===== src/hdl/mahd_pkg.sv =====
// mahd_pkg: shared types, constants and lookup tables of the mpeg audio header decoder
// holds the item record that passes from the front end through the queue to the back end
// no dependencies
package mahd_pkg;

   // field widths
   localparam int unsigned HDR_W     = 32;
   localparam int unsigned MODE_W    = 2;
   localparam int unsigned VER_W     = 2;
   localparam int unsigned LAYER_W   = 2;
   localparam int unsigned BR_W      = 19;
   localparam int unsigned SR_W      = 16;
   localparam int unsigned FB_W      = 12;
   localparam int unsigned SPF_W     = 11;
   localparam int unsigned SIDE_W    = 6;
   localparam int unsigned KBPS_W    = 9;
   localparam int unsigned SLOTS_W   = 8;
   localparam int unsigned NUMER_W   = 17;
   localparam int unsigned SRX_W     = 2;

   // reciprocal divider: quotient = (m * recip) >> RECIP_SHIFT
   localparam int unsigned DIVIDEND_W  = 21;
   localparam int unsigned RECIP_W     = 25;
   localparam int unsigned PROD_W      = DIVIDEND_W + RECIP_W;
   localparam int unsigned RECIP_SHIFT = 29;
   localparam logic [RECIP_W-1:0] RECIP_441 = RECIP_W'(1217395);  // ceil(2^29 / 441)
   localparam logic [RECIP_W-1:0] RECIP_48  = RECIP_W'(11184811); // ceil(2^29 / 48)
   localparam logic [RECIP_W-1:0] RECIP_32  = RECIP_W'(16777216); // 2^29 / 32

   // default depth of the queue between front and back end
   localparam int unsigned QUEUE_DEPTH_DEF = 2;

   // mpeg version codes on the result port
   localparam logic [VER_W-1:0] VER_MPEG1  = 2'd0;
   localparam logic [VER_W-1:0] VER_MPEG2  = 2'd1;
   localparam logic [VER_W-1:0] VER_MPEG25 = 2'd2;

   // version id codes in the header
   localparam logic [1:0] ID_MPEG25   = 2'd0;
   localparam logic [1:0] ID_RESERVED = 2'd1;
   localparam logic [1:0] ID_MPEG2    = 2'd2;
   localparam logic [1:0] ID_MPEG1    = 2'd3;

   // layer numbers on the result port
   localparam logic [LAYER_W-1:0] LAYER_NONE  = 2'd0;
   localparam logic [LAYER_W-1:0] LAYER_ONE   = 2'd1;
   localparam logic [LAYER_W-1:0] LAYER_TWO   = 2'd2;
   localparam logic [LAYER_W-1:0] LAYER_THREE = 2'd3;

   // sample rate index codes
   localparam logic [SRX_W-1:0] SRX_44K1 = 2'd0;
   localparam logic [SRX_W-1:0] SRX_48K  = 2'd1;
   localparam logic [SRX_W-1:0] SRX_32K  = 2'd2;

   localparam logic [MODE_W-1:0] MODE_MONO = 2'd3;

   // one classified header on its way to the back end
   typedef struct packed {
      logic               valid_res;
      logic               has_crc;
      logic [MODE_W-1:0]  chan_mode;
      logic [VER_W-1:0]   mpeg_version;
      logic [LAYER_W-1:0] layer_number;
      logic [BR_W-1:0]    bit_rate;
      logic [SR_W-1:0]    sample_rate;
      logic               pad;
      logic [SPF_W-1:0]   frame_samples;
      logic [SIDE_W-1:0]  side_info_bytes;
      logic [SRX_W-1:0]   srx;
      logic [NUMER_W-1:0] numer;   // slots * kbps scaled up by the version rate halving
   } item_type;

   // bitrate table in kbit/s, rows: mpeg-1 layer 1..3, lsf layer 1, lsf layer 2/3
   localparam logic [KBPS_W-1:0] RATE_L1 [16] = '{
      9'd0, 9'd32, 9'd64, 9'd96, 9'd128, 9'd160, 9'd192, 9'd224,
      9'd256, 9'd288, 9'd320, 9'd352, 9'd384, 9'd416, 9'd448, 9'd0};
   localparam logic [KBPS_W-1:0] RATE_L2 [16] = '{
      9'd0, 9'd32, 9'd48, 9'd56, 9'd64, 9'd80, 9'd96, 9'd112,
      9'd128, 9'd160, 9'd192, 9'd224, 9'd256, 9'd320, 9'd384, 9'd0};
   localparam logic [KBPS_W-1:0] RATE_L3 [16] = '{
      9'd0, 9'd32, 9'd40, 9'd48, 9'd56, 9'd64, 9'd80, 9'd96,
      9'd112, 9'd128, 9'd160, 9'd192, 9'd224, 9'd256, 9'd320, 9'd0};
   localparam logic [KBPS_W-1:0] RATE_LSF1 [16] = '{
      9'd0, 9'd32, 9'd48, 9'd56, 9'd64, 9'd80, 9'd96, 9'd112,
      9'd128, 9'd144, 9'd160, 9'd176, 9'd192, 9'd224, 9'd256, 9'd0};
   localparam logic [KBPS_W-1:0] RATE_LSF23 [16] = '{
      9'd0, 9'd8, 9'd16, 9'd24, 9'd32, 9'd40, 9'd48, 9'd56,
      9'd64, 9'd80, 9'd96, 9'd112, 9'd128, 9'd144, 9'd160, 9'd0};

   // bitrate in kbit/s from version, layer and index
   function automatic logic [KBPS_W-1:0] rate_kbps(input logic [VER_W-1:0] ver,
                                                   input logic [LAYER_W-1:0] layer,
                                                   input logic [3:0] brx);
      logic [KBPS_W-1:0] kbps;
      kbps = '0;
      if (ver == VER_MPEG1) begin
         case (layer)
            LAYER_ONE:   kbps = RATE_L1[brx];
            LAYER_TWO:   kbps = RATE_L2[brx];
            LAYER_THREE: kbps = RATE_L3[brx];
            default:     kbps = '0;
         endcase
      end else if (layer == LAYER_ONE) begin
         kbps = RATE_LSF1[brx];
      end else begin
         kbps = RATE_LSF23[brx];
      end
      return kbps;
   endfunction

   // sampling frequency in hertz
   function automatic logic [SR_W-1:0] freq_hz(input logic [VER_W-1:0] ver,
                                               input logic [SRX_W-1:0] srx);
      logic [SR_W-1:0] base;
      case (srx)
         SRX_44K1: base = SR_W'(44100);
         SRX_48K:  base = SR_W'(48000);
         SRX_32K:  base = SR_W'(32000);
         default:  base = '0;
      endcase
      return base >> ver;
   endfunction

endpackage


===== src/hdl/mahd_front.sv =====
// mahd_front: checks the header word, decodes its fields and looks up the tables
// the result is held in one register until the queue takes it
// depends on mahd_pkg
module mahd_front (
   input  logic                        clock,
   input  logic                        reset,
   input  logic                        req_valid,
   output logic                        req_stall,
   input  logic [mahd_pkg::HDR_W-1:0]  req_header_word,
   output logic                        item_valid,
   input  logic                        item_stall,
   output mahd_pkg::item_type          item
);
   import mahd_pkg::*;

   logic     valid_ff, valid_in;
   item_type item_ff, item_in;
   logic     take;

   logic [1:0]         id_code;
   logic [1:0]         layer_code;
   logic [3:0]         brx;
   logic [SRX_W-1:0]   srx;
   logic               accept_hdr;
   logic [VER_W-1:0]   ver;
   logic [LAYER_W-1:0] layer;
   logic [KBPS_W-1:0]  kbps;
   logic [SLOTS_W-1:0] slots;
   logic [NUMER_W+1:0] numer_wide;

   assign id_code    = req_header_word[20:19];
   assign layer_code = req_header_word[18:17];
   assign brx        = req_header_word[15:12];
   assign srx        = req_header_word[11:10];

   // sync pattern and forbidden codes
   always_comb begin
      accept_hdr = (req_header_word[31:21] == 11'h7ff)
                && (layer_code != 2'd0)
                && (brx != 4'hf) && (brx != 4'h0)
                && (srx != 2'd3)
                && (req_header_word[31:16] != 16'hfffe)
                && (id_code != ID_RESERVED);
   end

   // field decode and table lookups
   always_comb begin
      case (id_code)
         ID_MPEG1: ver = VER_MPEG1;
         ID_MPEG2: ver = VER_MPEG2;
         default:  ver = VER_MPEG25;
      endcase
      layer = LAYER_W'(3'd4 - {1'b0, layer_code});
      kbps  = rate_kbps(ver, layer, brx);
      if (layer == LAYER_ONE) begin
         slots = SLOTS_W'(12);
      end else if (layer == LAYER_THREE && ver != VER_MPEG1) begin
         slots = SLOTS_W'(72);
      end else begin
         slots = SLOTS_W'(144);
      end
      // lower sample rates are halved or quartered, so the dividend is doubled or quadrupled instead
      numer_wide = ((NUMER_W+2)'(kbps) * (NUMER_W+2)'(slots)) << ver;

      item_in = '0;
      if (accept_hdr) begin
         item_in.valid_res    = 1'b1;
         item_in.has_crc      = ~req_header_word[16];
         item_in.chan_mode    = req_header_word[7:6];
         item_in.mpeg_version = ver;
         item_in.layer_number = layer;
         item_in.bit_rate     = BR_W'(kbps) * BR_W'(1000);
         item_in.sample_rate  = freq_hz(ver, srx);
         item_in.pad          = req_header_word[9];
         if (layer == LAYER_ONE) begin
            item_in.frame_samples = SPF_W'(384);
         end else if (layer == LAYER_THREE && ver != VER_MPEG1) begin
            item_in.frame_samples = SPF_W'(576);
         end else begin
            item_in.frame_samples = SPF_W'(1152);
         end
         if (ver == VER_MPEG1) begin
            item_in.side_info_bytes = (req_header_word[7:6] == MODE_MONO) ?
                                      SIDE_W'(6'h11) : SIDE_W'(6'h20);
         end else begin
            item_in.side_info_bytes = (req_header_word[7:6] == MODE_MONO) ?
                                      SIDE_W'(6'h09) : SIDE_W'(6'h11);
         end
         item_in.srx   = srx;
         item_in.numer = numer_wide[NUMER_W-1:0];
      end
   end

   // holding register, refilled while the queue takes the old item
   assign req_stall = valid_ff & item_stall;
   assign take      = req_valid & ~req_stall;

   always_comb begin
      valid_in = valid_ff;
      if (take) begin
         valid_in = 1'b1;
      end else if (~item_stall) begin
         valid_in = 1'b0;
      end
   end

   always_ff @(posedge clock) begin
      if (reset) begin
         valid_ff <= 1'b0;
      end else begin
         valid_ff <= valid_in;
      end
   end

   always_ff @(posedge clock) begin
      if (take) begin
         item_ff <= item_in;
      end
   end

   assign item_valid = valid_ff;
   assign item       = item_ff;

endmodule


===== src/hdl/mahd_queue.sv =====
// mahd_queue: short first-in first-out queue of classified items
// decouples the front end from the back end
// depends on mahd_pkg
module mahd_queue #(
   parameter int unsigned DEPTH = mahd_pkg::QUEUE_DEPTH_DEF
) (
   input  logic               clock,
   input  logic               reset,
   input  logic               push_valid,
   output logic               push_stall,
   input  mahd_pkg::item_type push_item,
   output logic               pop_valid,
   input  logic               pop_stall,
   output mahd_pkg::item_type pop_item
);
   import mahd_pkg::*;

   localparam int unsigned PTR_W = (DEPTH > 1) ? $clog2(DEPTH) : 1;
   localparam int unsigned CNT_W = $clog2(DEPTH + 1);

   item_type           slot_ff [DEPTH];
   logic [PTR_W-1:0]   wr_ptr_ff, wr_ptr_in;
   logic [PTR_W-1:0]   rd_ptr_ff, rd_ptr_in;
   logic [CNT_W-1:0]   count_ff, count_in;
   logic               do_push, do_pop;

   assign push_stall = (count_ff == CNT_W'(DEPTH));
   assign pop_valid  = (count_ff != '0);
   assign do_push    = push_valid & ~push_stall;
   assign do_pop     = pop_valid & ~pop_stall;
   assign pop_item   = slot_ff[rd_ptr_ff];

   // pointer wrap and fill count
   always_comb begin
      wr_ptr_in = wr_ptr_ff;
      rd_ptr_in = rd_ptr_ff;
      count_in  = count_ff;
      if (do_push) begin
         wr_ptr_in = (wr_ptr_ff == PTR_W'(DEPTH - 1)) ? '0 : wr_ptr_ff + 1'b1;
      end
      if (do_pop) begin
         rd_ptr_in = (rd_ptr_ff == PTR_W'(DEPTH - 1)) ? '0 : rd_ptr_ff + 1'b1;
      end
      if (do_push & ~do_pop) begin
         count_in = count_ff + 1'b1;
      end else if (do_pop & ~do_push) begin
         count_in = count_ff - 1'b1;
      end
   end

   always_ff @(posedge clock) begin
      if (reset) begin
         wr_ptr_ff <= '0;
         rd_ptr_ff <= '0;
         count_ff  <= '0;
      end else begin
         wr_ptr_ff <= wr_ptr_in;
         rd_ptr_ff <= rd_ptr_in;
         count_ff  <= count_in;
      end
   end

   // storage
   always_ff @(posedge clock) begin
      if (do_push) begin
         slot_ff[wr_ptr_ff] <= push_item;
      end
   end

endmodule


===== src/hdl/mahd_back.sv =====
// mahd_back: frame length by reciprocal multiplication, then the result register
// two stages, each advancing when the stage after it has room
// depends on mahd_pkg
module mahd_back (
   input  logic                              clock,
   input  logic                              reset,
   input  logic                              item_valid,
   output logic                              item_stall,
   input  mahd_pkg::item_type                item,
   output logic                              rsp_valid,
   input  logic                              rsp_stall,
   output logic                              rsp_valid_res,
   output logic                              rsp_has_crc,
   output logic [mahd_pkg::MODE_W-1:0]       rsp_chan_mode,
   output logic [mahd_pkg::VER_W-1:0]        rsp_mpeg_version,
   output logic [mahd_pkg::LAYER_W-1:0]      rsp_layer_number,
   output logic [mahd_pkg::BR_W-1:0]         rsp_bit_rate,
   output logic [mahd_pkg::SR_W-1:0]         rsp_sample_rate,
   output logic [mahd_pkg::FB_W-1:0]         rsp_frame_len,
   output logic [mahd_pkg::SPF_W-1:0]        rsp_frame_samples,
   output logic [mahd_pkg::SIDE_W-1:0]       rsp_side_info_bytes
);
   import mahd_pkg::*;

   // multiply stage
   logic                  mul_valid_ff, mul_valid_in;
   item_type              mul_item_ff;
   logic [PROD_W-1:0]     prod_ff, prod_in;
   logic [DIVIDEND_W-1:0] dividend;
   logic [RECIP_W-1:0]    recip;
   logic                  mul_ready, mul_load;

   // result stage
   logic                  out_valid_ff, out_valid_in;
   item_type              out_item_ff;
   logic [FB_W-1:0]       fb_ff, fb_in;
   logic [FB_W-1:0]       quot;
   logic [FB_W:0]         quot_pad;
   logic                  out_ready, out_load;

   assign out_ready  = ~out_valid_ff | ~rsp_stall;
   assign mul_ready  = ~mul_valid_ff | out_ready;
   assign item_stall = ~mul_ready;
   assign mul_load   = item_valid & mul_ready;
   assign out_load   = mul_valid_ff & out_ready;

   // dividend and reciprocal: 44.1 kHz family divides by 441 after scaling by ten
   always_comb begin
      case (item.srx)
         SRX_44K1: begin
            dividend = DIVIDEND_W'({item.numer, 3'b000}) + DIVIDEND_W'({item.numer, 1'b0});
            recip    = RECIP_441;
         end
         SRX_48K: begin
            dividend = DIVIDEND_W'(item.numer);
            recip    = RECIP_48;
         end
         default: begin
            dividend = DIVIDEND_W'(item.numer);
            recip    = RECIP_32;
         end
      endcase
      prod_in = dividend * recip;
   end

   always_comb begin
      mul_valid_in = mul_valid_ff;
      if (mul_load) begin
         mul_valid_in = 1'b1;
      end else if (out_ready) begin
         mul_valid_in = 1'b0;
      end
   end

   always_ff @(posedge clock) begin
      if (mul_load) begin
         mul_item_ff <= item;
         prod_ff     <= prod_in;
      end
   end

   // padding and the four-byte slots of layer one
   always_comb begin
      quot     = prod_ff[RECIP_SHIFT +: FB_W];
      quot_pad = {1'b0, quot} + (FB_W+1)'(mul_item_ff.pad);
      if (mul_item_ff.layer_number == LAYER_ONE) begin
         fb_in = FB_W'({quot_pad, 2'b00});
      end else begin
         fb_in = quot_pad[FB_W-1:0];
      end
   end

   always_comb begin
      out_valid_in = out_valid_ff;
      if (out_load) begin
         out_valid_in = 1'b1;
      end else if (~rsp_stall) begin
         out_valid_in = 1'b0;
      end
   end

   always_ff @(posedge clock) begin
      if (out_load) begin
         out_item_ff <= mul_item_ff;
         fb_ff       <= fb_in;
      end
   end

   always_ff @(posedge clock) begin
      if (reset) begin
         mul_valid_ff <= 1'b0;
         out_valid_ff <= 1'b0;
      end else begin
         mul_valid_ff <= mul_valid_in;
         out_valid_ff <= out_valid_in;
      end
   end

   // result port
   assign rsp_valid           = out_valid_ff;
   assign rsp_valid_res       = out_item_ff.valid_res;
   assign rsp_has_crc         = out_item_ff.has_crc;
   assign rsp_chan_mode       = out_item_ff.chan_mode;
   assign rsp_mpeg_version    = out_item_ff.mpeg_version;
   assign rsp_layer_number    = out_item_ff.layer_number;
   assign rsp_bit_rate        = out_item_ff.bit_rate;
   assign rsp_sample_rate     = out_item_ff.sample_rate;
   assign rsp_frame_len       = fb_ff;
   assign rsp_frame_samples   = out_item_ff.frame_samples;
   assign rsp_side_info_bytes = out_item_ff.side_info_bytes;

endmodule


===== src/hdl/mpeg_audio_header_decode_core.sv =====
// channel  | direction | handshake          | payload
// req      | in        | req_valid/req_stall | req_header_word
// rsp      | out       | rsp_valid/rsp_stall | rsp_valid_res .. rsp_side_info_bytes
//
// one header item per cycle sustained while rsp_stall is low
// each item gives one result item, which passes through four
// registers: front register, queue, multiply stage of the frame length divider,
// result register
// reset is synchronous and clears only the valid flags, queue pointers and queue count
// a result-side stall fills the back end, queue, front register, then holds req_stall
//
// mpeg_audio_header_decode_core: top level, front end, queue and back end
// depends on mahd_pkg, mahd_front, mahd_queue, mahd_back
module mpeg_audio_header_decode_core #(
   parameter int unsigned QUEUE_DEPTH = mahd_pkg::QUEUE_DEPTH_DEF
) (
   input  logic                              clock,
   input  logic                              reset,
   input  logic                              req_valid,
   output logic                              req_stall,
   input  logic [mahd_pkg::HDR_W-1:0]        req_header_word,
   output logic                              rsp_valid,
   input  logic                              rsp_stall,
   output logic                              rsp_valid_res,
   output logic                              rsp_has_crc,
   output logic [mahd_pkg::MODE_W-1:0]       rsp_chan_mode,
   output logic [mahd_pkg::VER_W-1:0]        rsp_mpeg_version,
   output logic [mahd_pkg::LAYER_W-1:0]      rsp_layer_number,
   output logic [mahd_pkg::BR_W-1:0]         rsp_bit_rate,
   output logic [mahd_pkg::SR_W-1:0]         rsp_sample_rate,
   output logic [mahd_pkg::FB_W-1:0]         rsp_frame_len,
   output logic [mahd_pkg::SPF_W-1:0]        rsp_frame_samples,
   output logic [mahd_pkg::SIDE_W-1:0]       rsp_side_info_bytes
);
   import mahd_pkg::*;

   logic     front_valid, front_stall;
   item_type front_item;
   logic     back_valid, back_stall;
   item_type back_item;

   // header check and table lookups
   mahd_front u_front (
      .clock           (clock),
      .reset           (reset),
      .req_valid       (req_valid),
      .req_stall       (req_stall),
      .req_header_word (req_header_word),
      .item_valid      (front_valid),
      .item_stall      (front_stall),
      .item            (front_item)
   );

   // item queue between the two halves
   mahd_queue #(
      .DEPTH (QUEUE_DEPTH)
   ) u_queue (
      .clock      (clock),
      .reset      (reset),
      .push_valid (front_valid),
      .push_stall (front_stall),
      .push_item  (front_item),
      .pop_valid  (back_valid),
      .pop_stall  (back_stall),
      .pop_item   (back_item)
   );

   // frame length and result register
   mahd_back u_back (
      .clock               (clock),
      .reset               (reset),
      .item_valid          (back_valid),
      .item_stall          (back_stall),
      .item                (back_item),
      .rsp_valid           (rsp_valid),
      .rsp_stall           (rsp_stall),
      .rsp_valid_res       (rsp_valid_res),
      .rsp_has_crc         (rsp_has_crc),
      .rsp_chan_mode       (rsp_chan_mode),
      .rsp_mpeg_version    (rsp_mpeg_version),
      .rsp_layer_number    (rsp_layer_number),
      .rsp_bit_rate        (rsp_bit_rate),
      .rsp_sample_rate     (rsp_sample_rate),
      .rsp_frame_len       (rsp_frame_len),
      .rsp_frame_samples   (rsp_frame_samples),
      .rsp_side_info_bytes (rsp_side_info_bytes)
   );

endmodule

===== config.mk =====
export PLATFORM = sky130hd
export DESIGN_NAME = mpeg_audio_header_decode_core
export DESIGN_NICKNAME = d
export VERILOG_FILES = /design/src/hdl/mahd_pkg.sv /design/src/hdl/mahd_front.sv /design/src/hdl/mahd_queue.sv /design/src/hdl/mahd_back.sv /design/src/hdl/mpeg_audio_header_decode_core.sv
export SDC_FILE = /design/constraint.sdc
export NUM_CORES = 1
export LEC_CHECK = 0
export ABC_AREA = 1
export BUFFER_PORTS_ARGS = -buffer_cell sky130_fd_sc_hd__buf_2
export CAP_MARGIN = 20
export CORE_ASPECT_RATIO = 2
export CORE_UTILIZATION = 45
export CTS_CLUSTER_DIAMETER = 150
export CTS_CLUSTER_SIZE = 8
export DETAILED_ROUTE_END_ITERATION = 8
export PLACE_DENSITY = 0.61
export RECOVER_POWER = 50
export SETUP_SLACK_MARGIN = 0.2
export SLEW_MARGIN = 20
export SYNTH_ARGS = -nofsm -noshare
export SYNTH_HDL_FRONTEND = slang
export SYNTH_SLANG_ARGS = --single-unit

===== constraint.sdc =====
create_clock -name clock -period 12.9 [get_ports clock]
set_input_delay 0 -clock clock [delete_from_list [all_inputs] [get_ports clock]]
set_output_delay 0 -clock clock [all_outputs]
set_load 0.01 [all_outputs]

# After elaboration in Yosys (flattened, before gate mapping)
# Memories as Yosys holds them, arrays and structs flattened. A register that Yosys moved wholly into a read port is not among the register bits.
# Index checks and enable logic that the tools add are counted.
# op_classes
add_sub_neg	7
mul	3
div	0
order_cmp	1
eq_ne	18
shifts	2
muxes	41
bitwise_logic	19
n_reduce_logical	17
# op_table
operator	n
9-bit two-way mux	12
80-bit two-way mux	1
25-bit case mux with 2 select lines	1
16-bit case mux with 3 select lines	1
21-bit by 25-bit multiplier with 41-bit output	1
9-bit case mux with 3 select lines	1
11-bit two-way mux	2
20-bit by 18-bit adder with 21-bit output	1
21-bit two-way mux	1
9-bit by 8-bit multiplier with 17-bit output	1
17-bit by 2-bit left shift with 17-bit output	1
9-bit by 7-bit multiplier with 16-bit output (second input constant)	1
16-bit two-way mux	1
8-bit two-way mux	2
16-bit != test (second input constant)	1
16-bit by 2-bit right shift with 16-bit output	1
2-bit == test (second input constant)	7
12-bit by 1-bit adder with 12-bit output	1
1-bit two-way mux	12
12-bit two-way mux	1
6-bit two-way mux	2
11-bit == test (second input constant)	1
2-bit nonzero test	5
1-bit inverter	9
19 further kinds	41
# totals
reg_bits	261
latchBits	0
mem_bits_rw	160
romBits	720
in_bits	36
out_inout_bits	74
mem_count	6
# memory_table
name	depth	word_bits	read_ports	rd_clocked_by_memory_dff	wr	line_no	text
u_queue.slot_ff	2	80	1	1	1	mahd_queue.sv:21	item_type slot_ff [DEPTH];
(name not given)	16	9	1	0	0	mahd_pkg.sv:98	LAYER_ONE: kbps = RATE_L1[brx];
(name not given)	16	9	1	0	0	mahd_pkg.sv:99	LAYER_TWO: kbps = RATE_L2[brx];
(name not given)	16	9	1	0	0	mahd_pkg.sv:100	LAYER_THREE: kbps = RATE_L3[brx];
(name not given)	16	9	1	0	0	mahd_pkg.sv:104	kbps = RATE_LSF1[brx];
(name not given)	16	9	1	0	0	mahd_pkg.sv:106	kbps = RATE_LSF23[brx];

# Logic depth before layout (Yosys ltp)
# depth
depth_word	10
mapped_depth	44
ltp_nobuf	43

# Modules after synthesis
# Synthesis repeated with hierarchy kept, for this count alone.
# unflattened
cells_unflattened	2717
area_unflattened_um2	29463.3
# by_module_without_submodules
module	instances	cells_per_inst	area_per_inst_um2	seq_area_each_um2
mahd_back	1	1790	17581.9	4394.2
mahd_queue	1	287	6424.9	4904.7
mahd_front	1	640	5456.5	1821.7

# Least setup slack after synthesis
# No wires, ideal clock.
# synth_timing
path_kind	reg2reg
start	reg (tool-made name)
end	reg u_back.prod_ff[38], data pin
setup_ns	0.252
arrival_ns	7.176
t_required_ns	12.648
path_slack_ns	5.472
stages_incl_launch_ff	37
n_path_buf	1
path_cell_list	dfxtp_1 -> inv_2 -> buf_2 -> or2_2 -> o21ai_0 -> inv_1 -> ha_1 -> inv_1 -> fa_1 -> o21ai_0 -> nand2_1 -> nand2_1 -> a31o_2 -> or2_2 -> nand3_1 -> nand2_1 -> inv_1 -> nor2_1 -> fa_1 -> inv_1 -> fa_1 -> inv_1 -> fa_1 -> inv_1 -> fa_1 -> inv_1 -> fa_1 -> fa_1 -> ha_1 -> ha_1 -> a21o_1 -> a31oi_1 -> o21ai_0 -> a21oi_1 -> nand2_1 -> nand2_1 -> nand2_1
# synth_rtl
item	line_no	text
end signal: assignment	mahd_back.sv:78	prod_ff <= prod_in;
end: declaration	mahd_back.sv:28	logic [PROD_W-1:0] prod_ff, prod_in;

==> impl_metrics.py <==
metrics = {
    "clock_tree": {
        "path_clk_slew_ns": 0.05,
        "clkLatencyLatePin_ns": 0.57,
        "cts_tree": "done",
        "cts_max_path_buffers": 3,
        "cts.sinks": 303,
        "htree_levels": 2,
        "cts_setup_buffers": 0,
        "cts-root-buf": "clkbuf_16",
        "numCtsBuffers": 43,
    },
    "worst_setup_path": {
        "critPathTopFamily": "adder cells",
        "crit_end": "u_back.prod_ff[39]$_DFFE_PP_",
        "arrival_ns": 10.05,
        "crit_buf_inv": 9,
        "reg2reg_slack_ns": 3.16,
        "crit_path_frequent_cell": "nand2_1",
        "path_max_fanout": 35,
        "slowest_stage": "inv_1",
        "r2r_cells": 38,
        "crit_type": "flip-flop to flip-flop",
        "cp.depth": 38,
        "crit_required_ns": 13.21,
        "rr_endpoint": "u_back.prod_ff[39]$_DFFE_PP_",
        "cp-end-kind": "flip-flop",
        "cpPeakStageDelay_ns": 0.79,
        "critPathLaunchType": "flip-flop",
    },
    "final_layout": {
        "multi_input_area_um2": 12480,
        "diodes": 0,
        "fillCellCount": 4778,
        "syn2layout_area_growth_pct": 10.34,
        "finalNetCount": 2934,
        "drive_gt1_share_pct": 4.866,
        "regArea_um2": 9020,
    },
    "global_routing": {
        "grt_use_met2_pct": 48.53,
        "use_met3_pct": 2.920,
        "grt_pass1_wl_um": 95390,
        "grt_pass1_vias": 17180,
        "grt_max_degree": 62,
        "grt_overflow": 0,
        "use_met1_pct": 21.49,
        "top_usage_layer": "met2",
        "track_usage_pct": 24.63,
        "antenna_found_initial": 0,
    },
    "sta": {
        "worst_pin_slew_ns": 3.685,
        "setup_tns_ns": 0,
        "finalSetupViolations": 0,
        "report.final.slew_viol_count": 119,
        "rsz0062_at_grt": "false",
        "min_period_ns": 9.735,
        "timing.final.crit_share_pct": 75.47,
        "slew-limit-headroom_pct": -145.7,
        "timing_hold_violations_final": 0,
        "clock_skew_ns": 0.02442,
        "fmax_mhz": 102.7,
    },
    "logic_synthesis": {
        "syn_inst": 2233,
        "yosysSeqAreaShare_pct": 38.44,
        "syn_area_um2": 23460,
        "ys_types": 53,
        "synth_edf_count": 295,
        "synth_top_flop_cell": "edfxtp_1",
        "ys_warn_count": 0,
        "async_reset_ff_share_pct": 0,
        "ys_seq_elements": 303,
        "avgSynthCellArea_um2": 10.51,
    },
    "floorplanning": {
        "start_util_pct": 45.40,
        "ios": 110,
        "fp.dieW_um": 163.4,
        "fp-row-count": 118,
        "coreArea_um2": 51670,
        "die_area_um2": 53100,
        "die_height_um": 324.9,
    },
    "route": {
        "drtPass1Iterations": 5,
        "antenna_left": 0,
        "drtIter0Drc": 720,
        "wire_per_inst_um": 20.18,
        "viasPerCell": 5.063,
        "vias": 15410,
        "routed_wl_um": 61420,
        "drc": 0,
    },
    "min_path": {
        "worstHoldPathType": "input pin to flip-flop",
    },
    "placed_design": {
        "place_congestion": 0.9922,
        "dp_hpwl_um": 51440,
        "portBuffers": 88,
    },
    "outcome": {
        "violations": "capacitance limit, slew limit",
        "outcome": "finished with violations",
    },
    "flow_run": {
        "maxCapViolations": 2,
    },
}
worst reg2reg max path, delay by kind of cell (launching register included):
kind / cells / cell delay, ns
AO/OA/AOI/OAI: 7 / 1.17
XOR/XNOR: 1 / 0.11
adder cells (fa/ha/maj): 10 / 4.31
buffers and inverters: 9 / 1.81
flip-flops: 1 / 0.30
AND/OR/NAND/NOR: 11 / 1.79
sequential cells by signal, indices dropped and copies added, names as in the netlist, 4 cells and up, named ones only:
name                        count
u_back.mul_item_ff             46
u_back.prod_ff                 12
u_back.rsp_bit_rate            13
u_back.rsp_frame_len           12
u_back.rsp_frame_samples        4
u_back.rsp_sample_rate         16
u_back.rsp_side_info_bytes      4
u_front.item                   60
u_queue.slot_ff               120
logic make-up (layout without fill, tap and decap cells):
logic type	after synthesis	in the layout	synth area share (%)
adders and majority gates	520	520	35.19
xor gates and xnor gates	37	37	1.381
and+or+nand+nor	632	632	11.08
AOI/OAI and AO/OA	204	204	4.939
muxes	1	1	0.04267
buffers and inverters	534	653	8.891
other	2	34	0.03201
DFF	303	303	38.44
cells in the mapped netlist, drive strengths merged (2+ instances only):
master | count | area share, %
inv | 491 | 7.9
nand2 | 402 | 6.5
edfxtp | 295 | 38
ha | 287 | 15
fa | 233 | 20
nor2 | 135 | 2.2
o21ai | 76 | 1.6
a21oi | 74 | 1.6
nand3 | 48 | 1.0
buf | 31 | 0.84
xor2 | 21 | 0.78
nor3 | 18 | 0.41
xnor2 | 16 | 0.60
a21o | 12 | 0.38
clkbuf | 12 | 0.19
or2 | 10 | 0.27
a31oi | 9 | 0.24
nand4 | 9 | 0.24
dfxtp | 8 | 0.68
o21a | 7 | 0.22
nor4 | 6 | 0.25
o22ai | 6 | 0.19
o211ai | 5 | 0.16
o21bai | 5 | 0.18
o31ai | 3 | 0.096
conb | 2 | 0.032
o2111ai | 2 | 0.075
cells in the final DEF, fill, tap and decap left out, types with 12 or more instances in the layout:
master         instances
a21o_1                12
a21oi_1               74
buf_2                 27
clkbuf_1              69
clkbuf_16             43
conb_1                34
dlygate4sd3_1         13
edfxtp_1             295
fa_1                 233
ha_1                 287
inv_1                482
nand2_1              397
nand3_1               47
nor2_1               130
nor3_1                17
o21ai_0               65
xnor2_1               16
xor2_1                21
stage by stage:
step | setup WS, ns | hold WS, ns | util, % | instances | area (µm²)
floorplan | 5.472 | 0.1651 | - | 2265 | 23580
global placement | 3.421 | 0.2709 | 47.80 | 2980 | 24700
detailed placement | 3.367 | 0.2737 | 47.80 | 2980 | 24700
CTS | 3.349 | 0.02801 | 50.30 | 3044 | 25990
global route | 2.519 | 0.1075 | 50.09 | 3044 | 25880
finish | 3.165 | 0.04645 | 50.09 | 3044 | 25880
layer usage:
layer / vias to the layer above / share of wire, %
met4: 0 / 9.0
met2: 364 / 57
met3: 206 / 2.8
li1: 7367 / -
met5: - / 0
met1: 7475 / 31
area by class of cell:
cell class,count,share of cell area [%]
multi-input cells,1428,48.20
flip-flops and latches,303,34.85
inverters,491,7.120
clock buffers,49,4.244
well taps,660,3.190
repair buffers,111,2.170
clock inverters,2,0.2320
worst min-delay path by stage:
stage	start	to	slack (ns)	cells past startpoint
global placement	reset	u_front.item_valid$_SDFFE_PP0P_	0.27	2
detailed placement	reset	flip-flop	0.27	2
floorplan	rsp_stall	u_back.rsp_valid$_SDFFE_PP0P_	0.17	2
finish	req_header_word[18]	u_front.item[73]$_SDFFCE_PN0P_	0.05	5
global route	req_header_word[18]	u_front.item[73]$_SDFFCE_PN0P_	0.11	5
CTS	req_header_word[18]	u_front.item[73]$_SDFFCE_PN0P_	0.03	5
timing repair:
item | in CTS | in global routing
gates resized for setup | 0 | 0
hold buffers | 13 | 0
endpoints found under the hold margin | 21 | 0
Power is not shown: default switching activity piles up to over one toggle a cycle in this logic, so the estimate is an artifact.
